$ cat src/rtl/cle_pkg.sv
// shared types and constants for the console line editor
`default_nettype none

package cle_pkg;

    localparam int LINE_DEPTH  = 16;
    localparam int ADDR_W      = $clog2(LINE_DEPTH);
    localparam int FILL_W      = 5;
    localparam int QUEUE_DEPTH = 2;
    localparam int QPTR_W      = $clog2(QUEUE_DEPTH);
    localparam int QCNT_W      = QPTR_W + 1;

    typedef logic [7:0]        byte_t;
    typedef logic [1:0]        kind_t;
    typedef logic [FILL_W-1:0] fill_t;
    typedef logic [ADDR_W-1:0] addr_t;

    localparam kind_t KIND_ECHO = 2'd0;
    localparam kind_t KIND_LINE = 2'd1;
    localparam kind_t KIND_END  = 2'd2;

    localparam byte_t CH_NUL   = 8'd0;
    localparam byte_t CH_ETX   = 8'd3;
    localparam byte_t CH_BEL   = 8'd7;
    localparam byte_t CH_BS    = 8'd8;
    localparam byte_t CH_LF    = 8'd10;
    localparam byte_t CH_CR    = 8'd13;
    localparam byte_t CH_DC2   = 8'd18;
    localparam byte_t CH_NAK   = 8'd21;
    localparam byte_t CH_ETB   = 8'd23;
    localparam byte_t CH_SPACE = 8'd32;
    localparam byte_t CH_C     = 8'd67;
    localparam byte_t CH_R     = 8'd82;
    localparam byte_t CH_CARET = 8'd94;
    localparam byte_t CH_TILDE = 8'd126;
    localparam byte_t CH_DEL   = 8'd127;

    localparam fill_t LIMIT_RESET = 5'd16;

    typedef enum logic [2:0] {
        CMD_NEWLINE,
        CMD_PRINT,
        CMD_ERASE,
        CMD_CANCEL,
        CMD_REPRINT,
        CMD_KILL,
        CMD_WORD,
        CMD_BEEP
    } cmd_t;

    typedef enum logic [3:0] {
        S_IDLE,
        S_STORE,
        S_BEEP,
        S_NL_ECHO,
        S_NL_LINE,
        S_NL_END,
        S_CANCEL,
        S_RP_HEAD,
        S_RP_LINE,
        S_ERASE
    } st_t;

    typedef struct packed {
        cmd_t  cmd;
        byte_t ch;
    } q_entry_t;

endpackage

`default_nettype wire

$ cat src/rtl/cle_if.sv
// valid/ready channel interfaces for typed bytes and result items
`default_nettype none

interface cle_key_if;
    logic           valid;
    logic           ready;
    cle_pkg::byte_t typed_byte;

    modport source (output valid, output typed_byte, input ready);
    modport sink   (input valid, input typed_byte, output ready);
endinterface

interface cle_result_if;
    logic           valid;
    logic           ready;
    cle_pkg::kind_t kind;
    cle_pkg::byte_t data_byte;
    logic           cancelled;
    logic           last;

    modport source (output valid, output kind, output data_byte, output cancelled,
                    output last, input ready);
    modport sink   (input valid, input kind, input data_byte, input cancelled,
                    input last, output ready);
endinterface

`default_nettype wire

$ cat src/rtl/cle_front.sv
// front end: accepts typed bytes and classifies them into editor commands
`default_nettype none

module cle_front (
    cle_key_if.sink             keys,
    input  wire logic           full,
    output logic                push,
    output cle_pkg::q_entry_t   entry
);

    cle_pkg::cmd_t cmd;

    always_comb
    begin
        unique case (keys.typed_byte) inside
            cle_pkg::CH_LF, cle_pkg::CH_CR:        cmd = cle_pkg::CMD_NEWLINE;
            cle_pkg::CH_BS, cle_pkg::CH_DEL:       cmd = cle_pkg::CMD_ERASE;
            cle_pkg::CH_ETX:                       cmd = cle_pkg::CMD_CANCEL;
            cle_pkg::CH_DC2:                       cmd = cle_pkg::CMD_REPRINT;
            cle_pkg::CH_NAK:                       cmd = cle_pkg::CMD_KILL;
            cle_pkg::CH_ETB:                       cmd = cle_pkg::CMD_WORD;
            [cle_pkg::CH_SPACE:cle_pkg::CH_TILDE]: cmd = cle_pkg::CMD_PRINT;
            default:                               cmd = cle_pkg::CMD_BEEP;
        endcase
    end

    assign keys.ready = !full;
    assign push       = keys.valid && !full;
    assign entry.cmd  = cmd;
    assign entry.ch   = keys.typed_byte;

endmodule

`default_nettype wire

$ cat src/rtl/cle_queue.sv
// short command queue between front end and back end
`default_nettype none

module cle_queue (
    input  wire logic               clk,
    input  wire logic               rst_n,
    input  wire logic               push,
    input  wire cle_pkg::q_entry_t  push_entry,
    output logic                    full,
    input  wire logic               pop,
    output logic                    valid,
    output cle_pkg::q_entry_t       head
);

    cle_pkg::q_entry_t                slot_reg [cle_pkg::QUEUE_DEPTH];
    logic [cle_pkg::QPTR_W-1:0]       wr_ptr_reg, wr_ptr_next;
    logic [cle_pkg::QPTR_W-1:0]       rd_ptr_reg, rd_ptr_next;
    logic [cle_pkg::QCNT_W-1:0]       count_reg, count_next;
    logic                             do_push, do_pop;

    assign full    = count_reg == cle_pkg::QCNT_W'(cle_pkg::QUEUE_DEPTH);
    assign valid   = count_reg != '0;
    assign head    = slot_reg[rd_ptr_reg];
    assign do_push = push && !full;
    assign do_pop  = pop && valid;

    always_comb
    begin
        wr_ptr_next = do_push ? wr_ptr_reg + 1'b1 : wr_ptr_reg;
        rd_ptr_next = do_pop ? rd_ptr_reg + 1'b1 : rd_ptr_reg;
        count_next  = count_reg;
        if (do_push && !do_pop)
        begin
            count_next = count_reg + 1'b1;
        end
        else if (do_pop && !do_push)
        begin
            count_next = count_reg - 1'b1;
        end
    end

    always_ff @(posedge clk or negedge rst_n)
    begin
        if (!rst_n)
        begin
            wr_ptr_reg <= '0;
            rd_ptr_reg <= '0;
            count_reg  <= '0;
        end
        else
        begin
            wr_ptr_reg <= wr_ptr_next;
            rd_ptr_reg <= rd_ptr_next;
            count_reg  <= count_next;
        end
    end

    always_ff @(posedge clk)
    begin
        if (do_push)
        begin
            slot_reg[wr_ptr_reg] <= push_entry;
        end
    end

endmodule

`default_nettype wire

$ cat src/rtl/cle_back.sv
// back end: line buffer, edit sequencer and registered result output
`default_nettype none

module cle_back (
    input  wire logic               clk,
    input  wire logic               rst_n,
    input  wire logic               cfg_we,
    input  wire cle_pkg::fill_t     cfg_wdata,
    input  wire logic               q_valid,
    input  wire cle_pkg::q_entry_t  q_head,
    output logic                    q_pop,
    cle_result_if.source            results
);

    cle_pkg::st_t    state_reg, state_next;
    cle_pkg::cmd_t   cmd_reg, cmd_next;
    cle_pkg::byte_t  ch_reg, ch_next;
    cle_pkg::fill_t  fill_reg, fill_next;
    cle_pkg::addr_t  idx_reg, idx_next;
    logic [1:0]      phase_reg, phase_next;
    logic            word_reg, word_next;
    cle_pkg::fill_t  limit_reg;

    cle_pkg::byte_t  store_reg [cle_pkg::LINE_DEPTH];
    logic            store_we;

    logic            res_valid_reg;
    cle_pkg::kind_t  res_kind_reg;
    cle_pkg::byte_t  res_data_reg;
    logic            res_cancel_reg;
    logic            res_last_reg;

    logic            emit;
    cle_pkg::kind_t  emit_kind;
    cle_pkg::byte_t  emit_data;
    logic            emit_cancel;
    logic            emit_last;
    logic            out_free;

    cle_pkg::fill_t  size, room, fill_dec, fill_m2;
    cle_pkg::addr_t  rd_addr;
    cle_pkg::byte_t  rd_data;
    logic            top_space;
    logic            erase_more;
    logic            idx_at_end;

    assign out_free  = !res_valid_reg || results.ready;
    assign size      = (limit_reg < cle_pkg::FILL_W'(cle_pkg::LINE_DEPTH))
                       ? limit_reg : cle_pkg::FILL_W'(cle_pkg::LINE_DEPTH);
    assign room      = (size != '0) ? size - 1'b1 : '0;
    assign fill_dec  = fill_reg - 1'b1;
    assign fill_m2   = fill_reg - 2'd2;
    assign rd_data   = store_reg[rd_addr];
    assign top_space = rd_data == cle_pkg::CH_SPACE;
    assign idx_at_end = {1'b0, idx_reg} == fill_dec;
    assign erase_more = (fill_dec != '0)
                        && ((cmd_reg == cle_pkg::CMD_KILL)
                            || (cmd_reg == cle_pkg::CMD_WORD && !(word_reg && top_space)));

    always_comb
    begin
        unique case (state_reg)
            cle_pkg::S_ERASE:                      rd_addr = fill_m2[cle_pkg::ADDR_W-1:0];
            cle_pkg::S_NL_LINE, cle_pkg::S_RP_LINE: rd_addr = idx_reg;
            default:                               rd_addr = fill_dec[cle_pkg::ADDR_W-1:0];
        endcase
    end

    // next state and sequencing counters
    always_comb
    begin
        state_next = state_reg;
        cmd_next   = cmd_reg;
        ch_next    = ch_reg;
        fill_next  = fill_reg;
        idx_next   = idx_reg;
        phase_next = phase_reg;
        word_next  = word_reg;
        q_pop      = 1'b0;
        store_we   = 1'b0;
        unique case (state_reg)
            cle_pkg::S_IDLE:
            begin
                phase_next = '0;
                idx_next   = '0;
                if (q_valid)
                begin
                    q_pop     = 1'b1;
                    cmd_next  = q_head.cmd;
                    ch_next   = q_head.ch;
                    word_next = !top_space;
                    unique case (q_head.cmd)
                        cle_pkg::CMD_NEWLINE: state_next = cle_pkg::S_NL_ECHO;
                        cle_pkg::CMD_PRINT:
                            state_next = (fill_reg < room) ? cle_pkg::S_STORE : cle_pkg::S_BEEP;
                        cle_pkg::CMD_ERASE:
                            state_next = (fill_reg != '0) ? cle_pkg::S_ERASE : cle_pkg::S_BEEP;
                        cle_pkg::CMD_CANCEL:  state_next = cle_pkg::S_CANCEL;
                        cle_pkg::CMD_REPRINT: state_next = cle_pkg::S_RP_HEAD;
                        cle_pkg::CMD_KILL, cle_pkg::CMD_WORD:
                            state_next = (fill_reg != '0) ? cle_pkg::S_ERASE : cle_pkg::S_IDLE;
                        default:              state_next = cle_pkg::S_BEEP;
                    endcase
                end
            end
            cle_pkg::S_STORE:
            begin
                if (out_free)
                begin
                    store_we   = 1'b1;
                    fill_next  = fill_reg + 1'b1;
                    state_next = cle_pkg::S_IDLE;
                end
            end
            cle_pkg::S_BEEP:
            begin
                if (out_free)
                begin
                    state_next = cle_pkg::S_IDLE;
                end
            end
            cle_pkg::S_NL_ECHO:
            begin
                if (out_free)
                begin
                    state_next = (fill_reg != '0) ? cle_pkg::S_NL_LINE : cle_pkg::S_NL_END;
                end
            end
            cle_pkg::S_NL_LINE:
            begin
                if (out_free)
                begin
                    idx_next = idx_reg + 1'b1;
                    if (idx_at_end)
                    begin
                        state_next = cle_pkg::S_NL_END;
                    end
                end
            end
            cle_pkg::S_NL_END:
            begin
                if (out_free)
                begin
                    fill_next  = '0;
                    state_next = cle_pkg::S_IDLE;
                end
            end
            cle_pkg::S_CANCEL:
            begin
                if (out_free)
                begin
                    phase_next = phase_reg + 1'b1;
                    if (phase_reg == 2'd3)
                    begin
                        fill_next  = '0;
                        state_next = cle_pkg::S_IDLE;
                    end
                end
            end
            cle_pkg::S_RP_HEAD:
            begin
                if (out_free)
                begin
                    phase_next = phase_reg + 1'b1;
                    if (phase_reg == 2'd2)
                    begin
                        phase_next = '0;
                        state_next = (fill_reg != '0) ? cle_pkg::S_RP_LINE : cle_pkg::S_IDLE;
                    end
                end
            end
            cle_pkg::S_RP_LINE:
            begin
                if (out_free)
                begin
                    idx_next = idx_reg + 1'b1;
                    if (idx_at_end)
                    begin
                        state_next = cle_pkg::S_IDLE;
                    end
                end
            end
            cle_pkg::S_ERASE:
            begin
                if (out_free)
                begin
                    phase_next = phase_reg + 1'b1;
                    if (phase_reg == 2'd2)
                    begin
                        phase_next = '0;
                        fill_next  = fill_dec;
                        word_next  = word_reg || !top_space;
                        if (!erase_more)
                        begin
                            state_next = cle_pkg::S_IDLE;
                        end
                    end
                end
            end
            default:
            begin
                state_next = cle_pkg::S_IDLE;
            end
        endcase
    end

    // result item for the current step
    always_comb
    begin
        emit        = 1'b1;
        emit_kind   = cle_pkg::KIND_ECHO;
        emit_data   = cle_pkg::CH_NUL;
        emit_cancel = 1'b0;
        emit_last   = 1'b0;
        unique case (state_reg)
            cle_pkg::S_IDLE:
            begin
                emit = 1'b0;
            end
            cle_pkg::S_STORE:
            begin
                emit_data = ch_reg;
                emit_last = 1'b1;
            end
            cle_pkg::S_BEEP:
            begin
                emit_data = cle_pkg::CH_BEL;
                emit_last = 1'b1;
            end
            cle_pkg::S_NL_ECHO:
            begin
                emit_data = cle_pkg::CH_LF;
            end
            cle_pkg::S_NL_LINE:
            begin
                emit_kind = cle_pkg::KIND_LINE;
                emit_data = rd_data;
            end
            cle_pkg::S_NL_END:
            begin
                emit_kind = cle_pkg::KIND_END;
                emit_last = 1'b1;
            end
            cle_pkg::S_CANCEL:
            begin
                unique case (phase_reg)
                    2'd0: emit_data = cle_pkg::CH_CARET;
                    2'd1: emit_data = cle_pkg::CH_C;
                    2'd2: emit_data = cle_pkg::CH_LF;
                    default:
                    begin
                        emit_kind   = cle_pkg::KIND_END;
                        emit_cancel = 1'b1;
                        emit_last   = 1'b1;
                    end
                endcase
            end
            cle_pkg::S_RP_HEAD:
            begin
                unique case (phase_reg)
                    2'd0:    emit_data = cle_pkg::CH_CARET;
                    2'd1:    emit_data = cle_pkg::CH_R;
                    default:
                    begin
                        emit_data = cle_pkg::CH_LF;
                        emit_last = fill_reg == '0;
                    end
                endcase
            end
            cle_pkg::S_RP_LINE:
            begin
                emit_data = rd_data;
                emit_last = idx_at_end;
            end
            cle_pkg::S_ERASE:
            begin
                unique case (phase_reg)
                    2'd1:    emit_data = cle_pkg::CH_SPACE;
                    2'd2:
                    begin
                        emit_data = cle_pkg::CH_BS;
                        emit_last = !erase_more;
                    end
                    default: emit_data = cle_pkg::CH_BS;
                endcase
            end
            default:
            begin
                emit = 1'b0;
            end
        endcase
    end

    always_ff @(posedge clk or negedge rst_n)
    begin
        if (!rst_n)
        begin
            state_reg     <= cle_pkg::S_IDLE;
            cmd_reg       <= cle_pkg::CMD_BEEP;
            fill_reg      <= '0;
            idx_reg       <= '0;
            phase_reg     <= '0;
            word_reg      <= 1'b0;
            limit_reg     <= cle_pkg::LIMIT_RESET;
            res_valid_reg <= 1'b0;
        end
        else
        begin
            state_reg <= state_next;
            cmd_reg   <= cmd_next;
            fill_reg  <= fill_next;
            idx_reg   <= idx_next;
            phase_reg <= phase_next;
            word_reg  <= word_next;
            if (cfg_we)
            begin
                limit_reg <= cfg_wdata;
            end
            if (emit && out_free)
            begin
                res_valid_reg <= 1'b1;
            end
            else if (results.ready)
            begin
                res_valid_reg <= 1'b0;
            end
        end
    end

    always_ff @(posedge clk)
    begin
        ch_reg <= ch_next;
        if (emit && out_free)
        begin
            res_kind_reg   <= emit_kind;
            res_data_reg   <= emit_data;
            res_cancel_reg <= emit_cancel;
            res_last_reg   <= emit_last;
        end
        if (store_we)
        begin
            store_reg[fill_reg[cle_pkg::ADDR_W-1:0]] <= ch_reg;
        end
    end

    assign results.valid     = res_valid_reg;
    assign results.kind      = res_kind_reg;
    assign results.data_byte = res_data_reg;
    assign results.cancelled = res_cancel_reg;
    assign results.last      = res_last_reg;

endmodule

`default_nettype wire

$ cat src/rtl/console_line_editor.sv
// path: a typed byte is written into the command queue and popped by the back end when it is idle;
//   its results are registered and then leave one per cycle while results.ready stays high
// flow: the queue takes new bytes while the back end is still sequencing an earlier one;
//   the back-end sequencer walks the line buffer one byte a cycle unless the output stalls
// reset: asynchronous, clears the line, the command queue and the output; limit returns to 16
`default_nettype none

module console_line_editor (
    input  wire logic            clk,
    input  wire logic            rst_n,
    input  wire logic            cfg_we,
    input  wire cle_pkg::fill_t  cfg_wdata,
    cle_key_if.sink              keys,
    cle_result_if.source         results
);

    logic               push;
    logic               full;
    logic               q_pop;
    logic               q_valid;
    cle_pkg::q_entry_t  push_entry;
    cle_pkg::q_entry_t  q_head;

    cle_front u_front (
        .keys  (keys),
        .full  (full),
        .push  (push),
        .entry (push_entry)
    );

    cle_queue u_queue (
        .clk        (clk),
        .rst_n      (rst_n),
        .push       (push),
        .push_entry (push_entry),
        .full       (full),
        .pop        (q_pop),
        .valid      (q_valid),
        .head       (q_head)
    );

    cle_back u_back (
        .clk       (clk),
        .rst_n     (rst_n),
        .cfg_we    (cfg_we),
        .cfg_wdata (cfg_wdata),
        .q_valid   (q_valid),
        .q_head    (q_head),
        .q_pop     (q_pop),
        .results   (results)
    );

endmodule

`default_nettype wire

$ cat src/flat_wrapper.sv
// flat-port wrapper written by rule: the top's interface ports become plain ports
module console_line_editor_flat 
  (clk, rst_n, cfg_we, cfg_wdata, keys_valid, keys_typed_byte, keys_ready, results_valid, results_kind, results_data_byte, results_cancelled, results_last, results_ready);
  cle_key_if keys_i ();
  cle_result_if results_i ();
  input  wire logic clk;
  input  wire logic rst_n;
  input  wire logic cfg_we;
  input  wire cle_pkg::fill_t cfg_wdata;
  input wire logic [$bits(keys_i.valid)-1:0] keys_valid;
  input wire logic [$bits(keys_i.typed_byte)-1:0] keys_typed_byte;
  output wire logic [$bits(keys_i.ready)-1:0] keys_ready;
  output wire logic [$bits(results_i.valid)-1:0] results_valid;
  output wire logic [$bits(results_i.kind)-1:0] results_kind;
  output wire logic [$bits(results_i.data_byte)-1:0] results_data_byte;
  output wire logic [$bits(results_i.cancelled)-1:0] results_cancelled;
  output wire logic [$bits(results_i.last)-1:0] results_last;
  input wire logic [$bits(results_i.ready)-1:0] results_ready;
  assign keys_i.valid = keys_valid;
  assign keys_i.typed_byte = keys_typed_byte;
  assign keys_ready = keys_i.ready;
  assign results_valid = results_i.valid;
  assign results_kind = results_i.kind;
  assign results_data_byte = results_i.data_byte;
  assign results_cancelled = results_i.cancelled;
  assign results_last = results_i.last;
  assign results_i.ready = results_ready;
  console_line_editor u_core (.clk(clk), .rst_n(rst_n), .cfg_we(cfg_we), .cfg_wdata(cfg_wdata), .keys(keys_i), .results(results_i));
endmodule
$ cat config.mk
export PLATFORM = sky130hd
export DESIGN_NAME = console_line_editor_flat
export DESIGN_NICKNAME = d
export VERILOG_FILES = /design/src/rtl/cle_pkg.sv /design/src/rtl/cle_if.sv /design/src/rtl/cle_front.sv /design/src/rtl/cle_queue.sv /design/src/rtl/cle_back.sv /design/src/rtl/console_line_editor.sv /design/src/flat_wrapper.sv
export SDC_FILE = /design/constraint.sdc
export NUM_CORES = 1
export LEC_CHECK = 0
export ABC_AREA = 1
export BUFFER_PORTS_ARGS = -buffer_cell sky130_fd_sc_hd__buf_2
export CORE_MARGIN = 2
export CORE_UTILIZATION = 50
export CTS_CLUSTER_DIAMETER = 50
export DETAILED_ROUTE_END_ITERATION = 8
export GPL_ROUTABILITY_DRIVEN = 0
export HOLD_SLACK_MARGIN = 0.1
export PLACE_DENSITY = 0.68
export SLEW_MARGIN = 20
export SYNTH_ARGS = -nofsm -noshare
export SYNTH_HDL_FRONTEND = slang
export SYNTH_SLANG_ARGS = --single-unit
$ cat constraint.sdc
create_clock -name clk -period 3.9 [get_ports clk]
set_clock_uncertainty 0.1 [all_clocks]
set_input_delay 0.585 -clock clk [delete_from_list [all_inputs] [get_ports clk]]
set_output_delay 0.585 -clock clk [all_outputs]
set_load 0.1 [all_outputs]
==> results.yml <==
outcome:
  status: "complete, no violations"
pwr:
  pwr-share-seq_pct: 34.4
  switching_power_uw: 4649
  ir_drop_uv: 587.6
  power_density_nw_per_um2: 919.8
  combPwrFrac_pct: 47.8
  switching_share_pct: 46.95
  clockPowerShare_pct: 17.8
  p_leak_uw: 0.004598
  internal_power_uw: 5253
placed_design:
  portBuffers: 31
  pre_cts_ws_ns: -0.04921
  dpl_cell_area_um2: 10160
  hpwl_mm: 15.50
floorplan:
  top_level_ports: 32
  die_h_um: 143.4
  dieArea_um2: 20580
  start_util_pct: 50.45
  core_um2: 19270
  die_w_um: 143.4
  rows: 51
detailed_routing:
  wirelength_mm: 22.87
  drc: 0
  vias: 7075
  ant_nets: 0
  drt_pass1_iterations: 5
  wire_per_inst_um: 17.54
  drtIter0Drc: 689
  viasPerCell: 5.426
timing:
  rsz0062_at_grt: "no"
  setup_violations: 0
  max_slew_margin_pct: 34.61
  slew_violations: 0
  tightest_slew_ns: 0.9773
  finalCritPeriodShare_pct: 92.52
  fin_crit_ns: 3.608
  worst_slack_ns: 0.2916
  hold_ws_ns: 0.09568
  max_freq_mhz: 277.1
  tns_ns: 0
  hold_viol: 0
clock_tree:
  clock_sinks: 199
  clockBufferDepth: 2
  path_clk_slew_ns: 0.07
  cts-buffers-inserted: 17
  clk_latency_ns: 0.43
  htree_levels: 4
  cts_hold_buf: 0
  cts_root_buffer: "clkbuf_16"
  cts_tree: "yes"
synth:
  synth_adder_area_share_pct: 2.831
  ys_seq_elements: 199
  synth.avg_cell_area_um2: 9.800
  synthSimpleGateAreaFrac_pct: 23.22
  async_flop_share_pct: 14.57
  synth_top_area_share_pct: 52.51
  synthFlopType: "edfxtp_1"
  synth_xor_area_share_pct: 0.9009
  synth_fp_nets: 1032
  synth_top_family_by_area: "simple AND/OR/NAND/NOR gates"
  synthMuxAreaShare_pct: 0.2317
  synth_area_um2: 9722
  synth_compound_area_share_pct: 4.775
  synth.distinct_cells: 53
  synth_commonest_cells: "nand2_1, edfxtp_1, inv_1, nand3_1, nor2_1"
  synth_edf_count: 170
  ys_warn_count: 0
  yosys.area.top_type: "edfxtp_1"
  ys_seq_area_share_pct: 60.03
  synthCells: 992
  synth.most_common_cell: "nand2_1"
  synthTopCellsByArea: "edfxtp_1, nand2_1, nand3_1"
cells_and_area:
  antenna_cells: 0
  nNetsFinal: 1068
  design_area_um2: 10760
  synthToLayoutAreaGrowth_pct: 10.72
  drive_gt1_share_pct: 11.16
  largest_reg_flops: 128
critical_path:
  path_max_fanout: 9
  worst_r2r_path_depth: 21
  worstPathArrival_ns: 3.83
  worst_r2r_endpoint: "u_core.u_back.state_reg[1]"
  worst_setup_path_start_kind: "register"
  crit_path_end_kind: "register"
  criticalPathCategory: "register to register"
  regToRegStartpoint: "u_core.u_back.fill_reg[1]"
  cp.required_ns: 4.12
  crit_start: "u_core.u_back.fill_reg[1]"
  r2r_slack_ns: 0.29
  crit_path_end: "u_core.u_back.state_reg[1]"
grt:
  grt_use_total_pct: 23.50
  grt_max_degree: 33
  antenna_found_initial: 0
  grt_overflow: 0
  grt_pass1_vias: 6725
  grt_pass1_wl_mm: 36.20
min_path:
  hold_path.class: "input port to async pin"
run:
  cap_violations: 0
[worst min-delay path by stage]
stage / from / endpoint
CTS: rst_n / u_core.u_back.limit_reg[0]
global route: rst_n / u_core.u_back.results.valid
floorplan: rst_n / u_core.u_back.fill_reg[0]
finish: rst_n / u_core.u_back.limit_reg[0]
global placement: u_core.u_queue.count_reg[0] / u_core.u_queue.count_reg[0]
detailed placement: u_core.u_queue.count_reg[0] / u_core.u_queue.count_reg[0]
[worst max-delay path, cell delays in order (launching register included)]
cell,delay (ns)
dfrtp_1,0.46
inv_1,0.13
buf_4,0.16
ha_1,0.17
inv_1,0.06
a21oi_1,0.18
xor2_1,0.23
inv_1,0.11
o21ai_2,0.42
inv_1,0.26
nand3_1,0.15
nand2_1,0.08
nor2_1,0.11
nand2_1,0.07
nor2_1,0.20
nand2_1,0.11
nand2_1,0.09
nand2_2,0.06
nand3_2,0.11
nand2_2,0.09
nand2_1,0.10
nand2_1,0.05
[repair_timing]
item | 4_1_cts | 5_1_grt
gates cloned | 1 | 0
hold endpoints to repair | 0 | 0
resized for setup | 0 | 1
setup buffers | 0 | 1
pin swaps | 1 | 1
setup endpoints to repair | 4 | 5
[kinds of logic (layout without fill, tap and decap cells)]
logic type	count (synthesis)	in the layout
XOR/XNOR	10	10
flip-flops	199	199
multiplexers	2	2
AND/OR/NAND/NOR	497	498
AO/OA/AOI/OAI	72	72
adder cells (fa/ha/maj)	22	22
buffers and inverters	190	236
[per-layer routing]
| layer | vias up | track usage, % | share of wire (%) |
|---|---|---|---|
| li1 | 3380 | - | - |
| met1 | 3375 | 30.13 | 41 |
| met2 | 275 | 38.90 | 49 |
| met3 | 45 | 5.898 | 7.2 |
| met4 | 0 | 8.514 | 2.7 |
| met5 | - | 0 | 0 |
[cell usage in the layout, fill, tap and decap left out, drive strengths merged, types with 14 or more instances in the layout]
cell type	Yosys	final
ha	22	22
buf	26	46
nand2	245	245
inv	160	163
nand3b	14	14
o21ai	32	32
nor2	64	65
nand3	152	152
edfxtp	170	170
dfrtp	25	25
clkbuf	4	18
[layout make-up]
type / count / area (um2)
clock buffers: 18 / 429.2
clock inverters: 12 / 150.1
fillers: 1723 / 8507
inverters: 160 / 603.1
multi-input cells: 604 / 3122
flip-flops and latches: 199 / 5836
well taps: 265 / 331.6
repair buffers: 46 / 292.8
[stage by stage]
step                power [uW]  instances  utilization (%)
global route             10520       1304            55.86
finish                    9901       1304            55.86
floorplan                 6750        992                -
CTS                       9850       1303            55.77
global placement          7990       1272            52.73
detailed placement        8044       1272            52.73
[power groups by stage]
stage | logic (uW) | clock network, uW | registers (uW)
final | 4730 | 1770 | 3410
after global routing | 5190 | 1870 | 3460
after CTS | 4650 | 1790 | 3410
after detailed placement | 4590 | 0 | 3450
after global placement | 4550 | 0 | 3440
after floorplan | 3030 | 0 | 3720
Note: power is estimated with default switching activity, not from simulation.
